--- config.mk ---
export PLATFORM = sky130hd
export DESIGN_NAME = npc_lane
export DESIGN_NICKNAME = d
export VERILOG_FILES = /design/src/sv/npc_pkg.sv /design/src/sv/npc_lane.sv
export SDC_FILE = /design/constraint.sdc
export NUM_CORES = 2
export LEC_CHECK = 0
export ABC_CLOCK_PERIOD_IN_PS = 17600
export BUFFER_PORTS_ARGS = -buffer_cell sky130_fd_sc_hd__buf_2
export CORE_MARGIN = 2
export CORE_UTILIZATION = 60
export DETAILED_ROUTE_END_ITERATION = 8
export MAX_ROUTING_LAYER = met4
export PLACE_DENSITY_LB_ADDON = 0.12
export SYNTH_ARGS = -nofsm -noshare
export SYNTH_HDL_FRONTEND = slang
export SYNTH_SLANG_ARGS = --single-unit
export TNS_END_PERCENT = 100
--- constraint.sdc ---
create_clock -name clk -period 17.6 [get_ports clk]
set_input_delay 0 -clock clk [delete_from_list [all_inputs] [get_ports clk]]
set_output_delay 0 -clock clk [all_outputs]
set_load 0.1 [all_outputs]
--- src/sv/npc_pkg.sv ---
// Shared types, constants and helpers for the nearest palette colour pair core.
package npc_pkg;

    // Palette geometry
    localparam int PALETTE_SIZE = 8;
    localparam int IDX_W        = 3;
    localparam int COMP_W       = 10;
    localparam int SQ_W         = 2 * COMP_W;
    localparam int DIST_W       = SQ_W + 2;

    // floor(c * 392 / 100) == (c * 513814) >> 17 for every 8-bit c
    localparam int          SCALE_PROD_W = 27;
    localparam int          SCALE_SHIFT  = 17;
    localparam logic [26:0] SCALE_MUL    = 27'd513814;

    // Bold threshold on the raw foreground components
    localparam logic [7:0] BOLD_LIMIT = 8'd128;

    typedef logic [COMP_W-1:0] comp_t;
    typedef logic [IDX_W-1:0]  idx_t;
    typedef logic [DIST_W-1:0] dist_t;

    // Packing matches the register: red 9:0, green 19:10, blue 29:20
    typedef struct packed {
        comp_t blue;
        comp_t green;
        comp_t red;
    } color_t;

    // Candidate in the minimum search
    typedef struct packed {
        dist_t score;
        idx_t  idx;
    } cand_t;

    // Stage enables handed to each distance lane
    typedef struct packed {
        logic sq_en;
        logic sum_en;
    } lane_ctrl_t;

    // Lower distance wins; on a tie the first (lower index) candidate is kept
    function automatic cand_t pick_min(input cand_t a, input cand_t b);
        cand_t r;
        r = (b.score < a.score) ? b : a;
        return r;
    endfunction

endpackage

--- src/sv/npc_lane.sv ---
// One distance lane: squared distance from both cell colours to one palette entry.
module npc_lane
(
    input  logic                clk,
    input  npc_pkg::lane_ctrl_t ctrl,
    input  npc_pkg::color_t     entry,
    input  npc_pkg::color_t     fore,
    input  npc_pkg::color_t     back,
    output npc_pkg::dist_t      fore_dist,
    output npc_pkg::dist_t      back_dist
);

    logic [npc_pkg::SQ_W-1:0] fore_sq_reg [3];
    logic [npc_pkg::SQ_W-1:0] fore_sq_next [3];
    logic [npc_pkg::SQ_W-1:0] back_sq_reg [3];
    logic [npc_pkg::SQ_W-1:0] back_sq_next [3];
    npc_pkg::dist_t           fore_dist_reg;
    npc_pkg::dist_t           back_dist_reg;

    function automatic logic [npc_pkg::SQ_W-1:0] sq_diff(
        input npc_pkg::comp_t a,
        input npc_pkg::comp_t b
    );
        npc_pkg::comp_t d;
        d = (a > b) ? (a - b) : (b - a);
        return {{npc_pkg::COMP_W{1'b0}}, d} * {{npc_pkg::COMP_W{1'b0}}, d};
    endfunction

    // Squares per component
    always_comb
    begin
        fore_sq_next[0] = sq_diff(fore.red,   entry.red);
        fore_sq_next[1] = sq_diff(fore.green, entry.green);
        fore_sq_next[2] = sq_diff(fore.blue,  entry.blue);
        back_sq_next[0] = sq_diff(back.red,   entry.red);
        back_sq_next[1] = sq_diff(back.green, entry.green);
        back_sq_next[2] = sq_diff(back.blue,  entry.blue);
    end

    always_ff @(posedge clk)
    begin
        if (ctrl.sq_en)
        begin
            fore_sq_reg <= fore_sq_next;
            back_sq_reg <= back_sq_next;
        end
    end

    // Sum of the three squares
    always_ff @(posedge clk)
    begin
        if (ctrl.sum_en)
        begin
            fore_dist_reg <= {2'b00, fore_sq_reg[0]} + {2'b00, fore_sq_reg[1]}
                           + {2'b00, fore_sq_reg[2]};
            back_dist_reg <= {2'b00, back_sq_reg[0]} + {2'b00, back_sq_reg[1]}
                           + {2'b00, back_sq_reg[2]};
        end
    end

    assign fore_dist = fore_dist_reg;
    assign back_dist = back_dist_reg;

endmodule

Yosys cells after proc, flatten, opt, wreduce, memory -nomap -nowiden. Index checks and enable logic that the tools add are counted.

Output and inout port bits: 44. Register bits: 164. Word-level logic and storage cells: 42. Bits of input ports: 93.

Mux-type cells: 6. Add/sub/neg operators: 16. Magnitude comparators: 6. $mul: 6.

Operator list (count): 10-bit by 10-bit multiplier with 20-bit output (6); 10-bit subtractor (12); 10-bit greater-than comparator (6); 10-bit two-way mux (6); 21-bit by 20-bit adder with 22-bit output (2); 20-bit by 20-bit adder with 21-bit output (2).

Depth between registers and ports, before layout.
Depth in word-level cells: 3. Depth in mapped cells: 34.

Least setup slack after synthesis. No wires, ideal clock.

Path kind: in2reg. Start point: input fore[20] in the netlist's numbering. End point: register fore_sq_reg[17] in the netlist's numbering (data pin). Path slack: 10417 ps. Buffers on the path: 2. Cell stages on the path: 29. Library setup time: 256 ps. Data arrival time: 6928 ps. Path through: inv_1 ha_1 inv_1 fa_1 a21o_1 a21oi_1 o21ai_1 a221oi_2 a31oi_2 buf_4 mux2i_1 a211o_1 a211oi_4 xor2_1 buf_4 or2_1 fa_1 fa_1 inv_1 fa_1 fa_1 fa_1 ha_1 and2_1 o21ai_0 o21ai_1 o41a_1 or4_1 and4_1.

RTL lines: start: declaration (RTL line npc_lane.sv:7) `input npc_pkg::color_t fore,`; end signal: assignment (RTL line npc_lane.sv:44) `fore_sq_reg <= fore_sq_next;`; end: declaration (RTL line npc_lane.sv:13) `logic [npc_pkg::SQ_W-1:0] fore_sq_reg [3];`.

==> results list <==
* Later-pin clock latency in the skew report: 0.46 ns
- At the end of routability-driven placement, the weighted congestion stood at 0.964.
- Cell taking the most area after synthesis: fa_1
- Outcome: complete, but fails checks
* Post-CTS repair timing setup buffer count: 0
- Counting cells, the worst reg-to-reg path comes to 12.
- Number of global-route vias before repair: 22,000
- The library cell used most frequently in the layout, excluding fill and tap cells, is inv_1.
- Among all stages on the critical path, the largest delay is contributed by nor2_1.
- Worst Skew: 0.0111 ns
* Leftover overflow at the end of global routing: 0
- Headroom to the max-slew limit: 0.191
- Die area: 49,000 µm²
* Area growth, synth to finish: 6.54%
* Via/cell ratio: 5.64
* Clock transition at the registers of the reported paths: 0.07 ns
- Number of buffers created by CTS: 17
- In this run, synthesis inferred 158 flip-flops with an integrated enable.
- Share of flip-flops with an asynchronous set or reset: 0
* Post-route worst hold slack: 0.0481 ns
- Most frequent cells in the layout: inv_1 (536), ha_1 (436), fa_1 (337), nor2_1 (290), a21oi_1 (166)
- STA classifies the critical path endpoint as a register.
* Antenna violations before repair: 0
- Setup total negative slack: 0 ns
* Floorplan core area: 46,700 µm²
- CP delay by family, top: adder cells
- STA classifies the critical path startpoint as an input pin.
* Transition time of the tightest slew-check pin: 1.21 ns
- Rows: 79
* Largest net degree at the start of global routing: 83
* Count of nets left with antenna violations after detail routing: 0
- The first TritonRoute pass finished after 7 iterations.
- WS Path Type: input pin to register
* Required time of the worst setup path: 17.80 ns
- Worst-path fanout max: 13
* Per-cell routed wire length: 17.4 µm
- The critical path crosses 28 cells after its start point.
* Hold Path Class: input pin to register
* Main synth FF type: edfxtp_1
- Antenna Cells: 0
- In the global route stage, overall resource usage came out at 0.284.
- Post-layout net count: 3,991
- Yosys warning count: 0
- Clock tree from TritonCTS: done
* Gate count after technology mapping: 3,010
- The detailed router placed 21,100 vias in this run.
- Once the clock tree was built, the resizer swapped 0 gates to a different size.
* Share of post-route cells with drive strength above 1: 0.0858
- Across the run, the number of max-cap violations was 0.
* CTS sink cnt: 158
- The critical path contains buffers and inverters numbering 4 combined.
- Fillcell total: 3,944
- Utilization after layout: 0.648
- Vert. Die Dim: 221 µm
- Highest attainable clock frequency: 0.126 GHz
* Hpwl dp: 55,200 µm
* Global-route wire length before repair: 109,000 µm
* Crit path largest cell delay: 0.79 ns
- Counting distinct cell types in the post-synthesis netlist gives 82.
* Worst EP arrival: 8.15 ns
- Most used cell, CP: fa_1
- Synthesized area: 28,400 µm²
* Share of synthesized area occupied by flip-flops and latches: 0.167
- The count of buffers added on input and output ports is 136.
* Violations in the final reports: DRC
- Final number of setup-violating endpoints: 0
- CTS H-tree lvls: 4
- Aggregate routed wire length: 65,100 µm
- Ranking of synthesized cells by area: fa_1 (24%), ha_1 (19%), edfxtp_1 (17%)
* Number of max-slew violations in the final report: 0
* Final worst path period share: 0.451
- The share of synthesized area in the top cell type comes to 0.238.
- Final Hold Viols: 0
- The initial utilization of the core area, before any placement, comes to 0.608.
* Cell at the root of the clock tree: clkbuf_16
- Final min period: 7.94 ns
- 1st-iter DRT viols: 1,309
- In this run the count of I/O pins placed on the die edge is 137.
* Mean area per synthesized cell: 9.43 µm²
- Along the worst hold path, the cell count comes to 1.
- RSZ-0062 raised after global routing: no
* Flip-flop and latch count after synthesis: 158
- Buffers from clock root to sink, at most: 2
- After detailed routing, the number of remaining DRC violations is 4.
- In this run, post-CTS hold repair placed 0 buffers.
- The floorplan step set the die width to 221 µm.
==> Yosys cell counts, types with 17 or more instances <==
master,instances
a21o_1,58
a211oi_1,19
xnor2_1,142
or2_2,44
mux2i_1,38
nor3_1,37
o21a_1,22
a21oi_1,167
clkbuf_1,42
ha_1,436
nand2b_1,53
nor2b_1,26
nor2_1,290
mux2_2,17
nand2_1,113
xor2_1,59
inv_1,536
o21bai_1,31
nand3_1,54
edfxtp_1,158
fa_1,337
o21ai_0,80
==> per-layer routing <==
layer,global-route usage,share of wire,vias up
met4,0.0874,0.027,0
li1,-,-,10300
met1,0.379,0.46,10300
met5,-,0,-
met2,0.455,0.47,492
met3,0.0333,0.044,79
==> layout make-up <==
class                           count  area [µm²]  area share
Timing Repair Buffer              151         796      0.0263
Clock buffer                       18         429      0.0142
Inverter                          539        2020      0.0669
Tap cell                          607         759      0.0251
Clock inverter                     13         109     0.00360
Sequential cell                   158        4740       0.157
Multi-Input combinational cell   2258       21400       0.707
==> final timing paths <==
kind | start | endpoint | slack, ns
worst max-delay path | entry[7] | back_sq_reg[57] | 9.66
worst min-delay path | ctrl[1] | fore_sq_reg[37] | 0.05
worst max register to register | fore_sq_reg[3] | fore_dist[19] | 14.00
worst min register to register | fore_sq_reg[59] | fore_dist[21] | 0.79
==> logic make-up (layout without fill, tap and decap cells) <==
group / after synthesis / after routing / synth area share
compound gates: 509 / 509 / 0.118
xor+xnor: 202 / 202 / 0.0626
fa+ha+maj: 773 / 773 / 0.430
buf+inv: 599 / 721 / 0.0805
flops: 158 / 158 / 0.167
mux: 56 / 56 / 0.0207
other cells: 1 / 6 / 0.000132
simple gates: 712 / 712 / 0.120
==> stage by stage <==
step / std cells / setup slack (ns) / cell area [µm²]
after detailed placement: 3713 / 9.24 / 29700
after global placement: 3713 / 9.39 / 29700
after global routing: 3744 / 9.14 / 30200
final: 3744 / 9.66 / 30200
after CTS: 3744 / 9.72 / 30200
after floorplan: 3015 / 10.42 / 28400
Power is not shown: default switching activity piles up to over one toggle a cycle in this logic, so the estimate is an artifact.
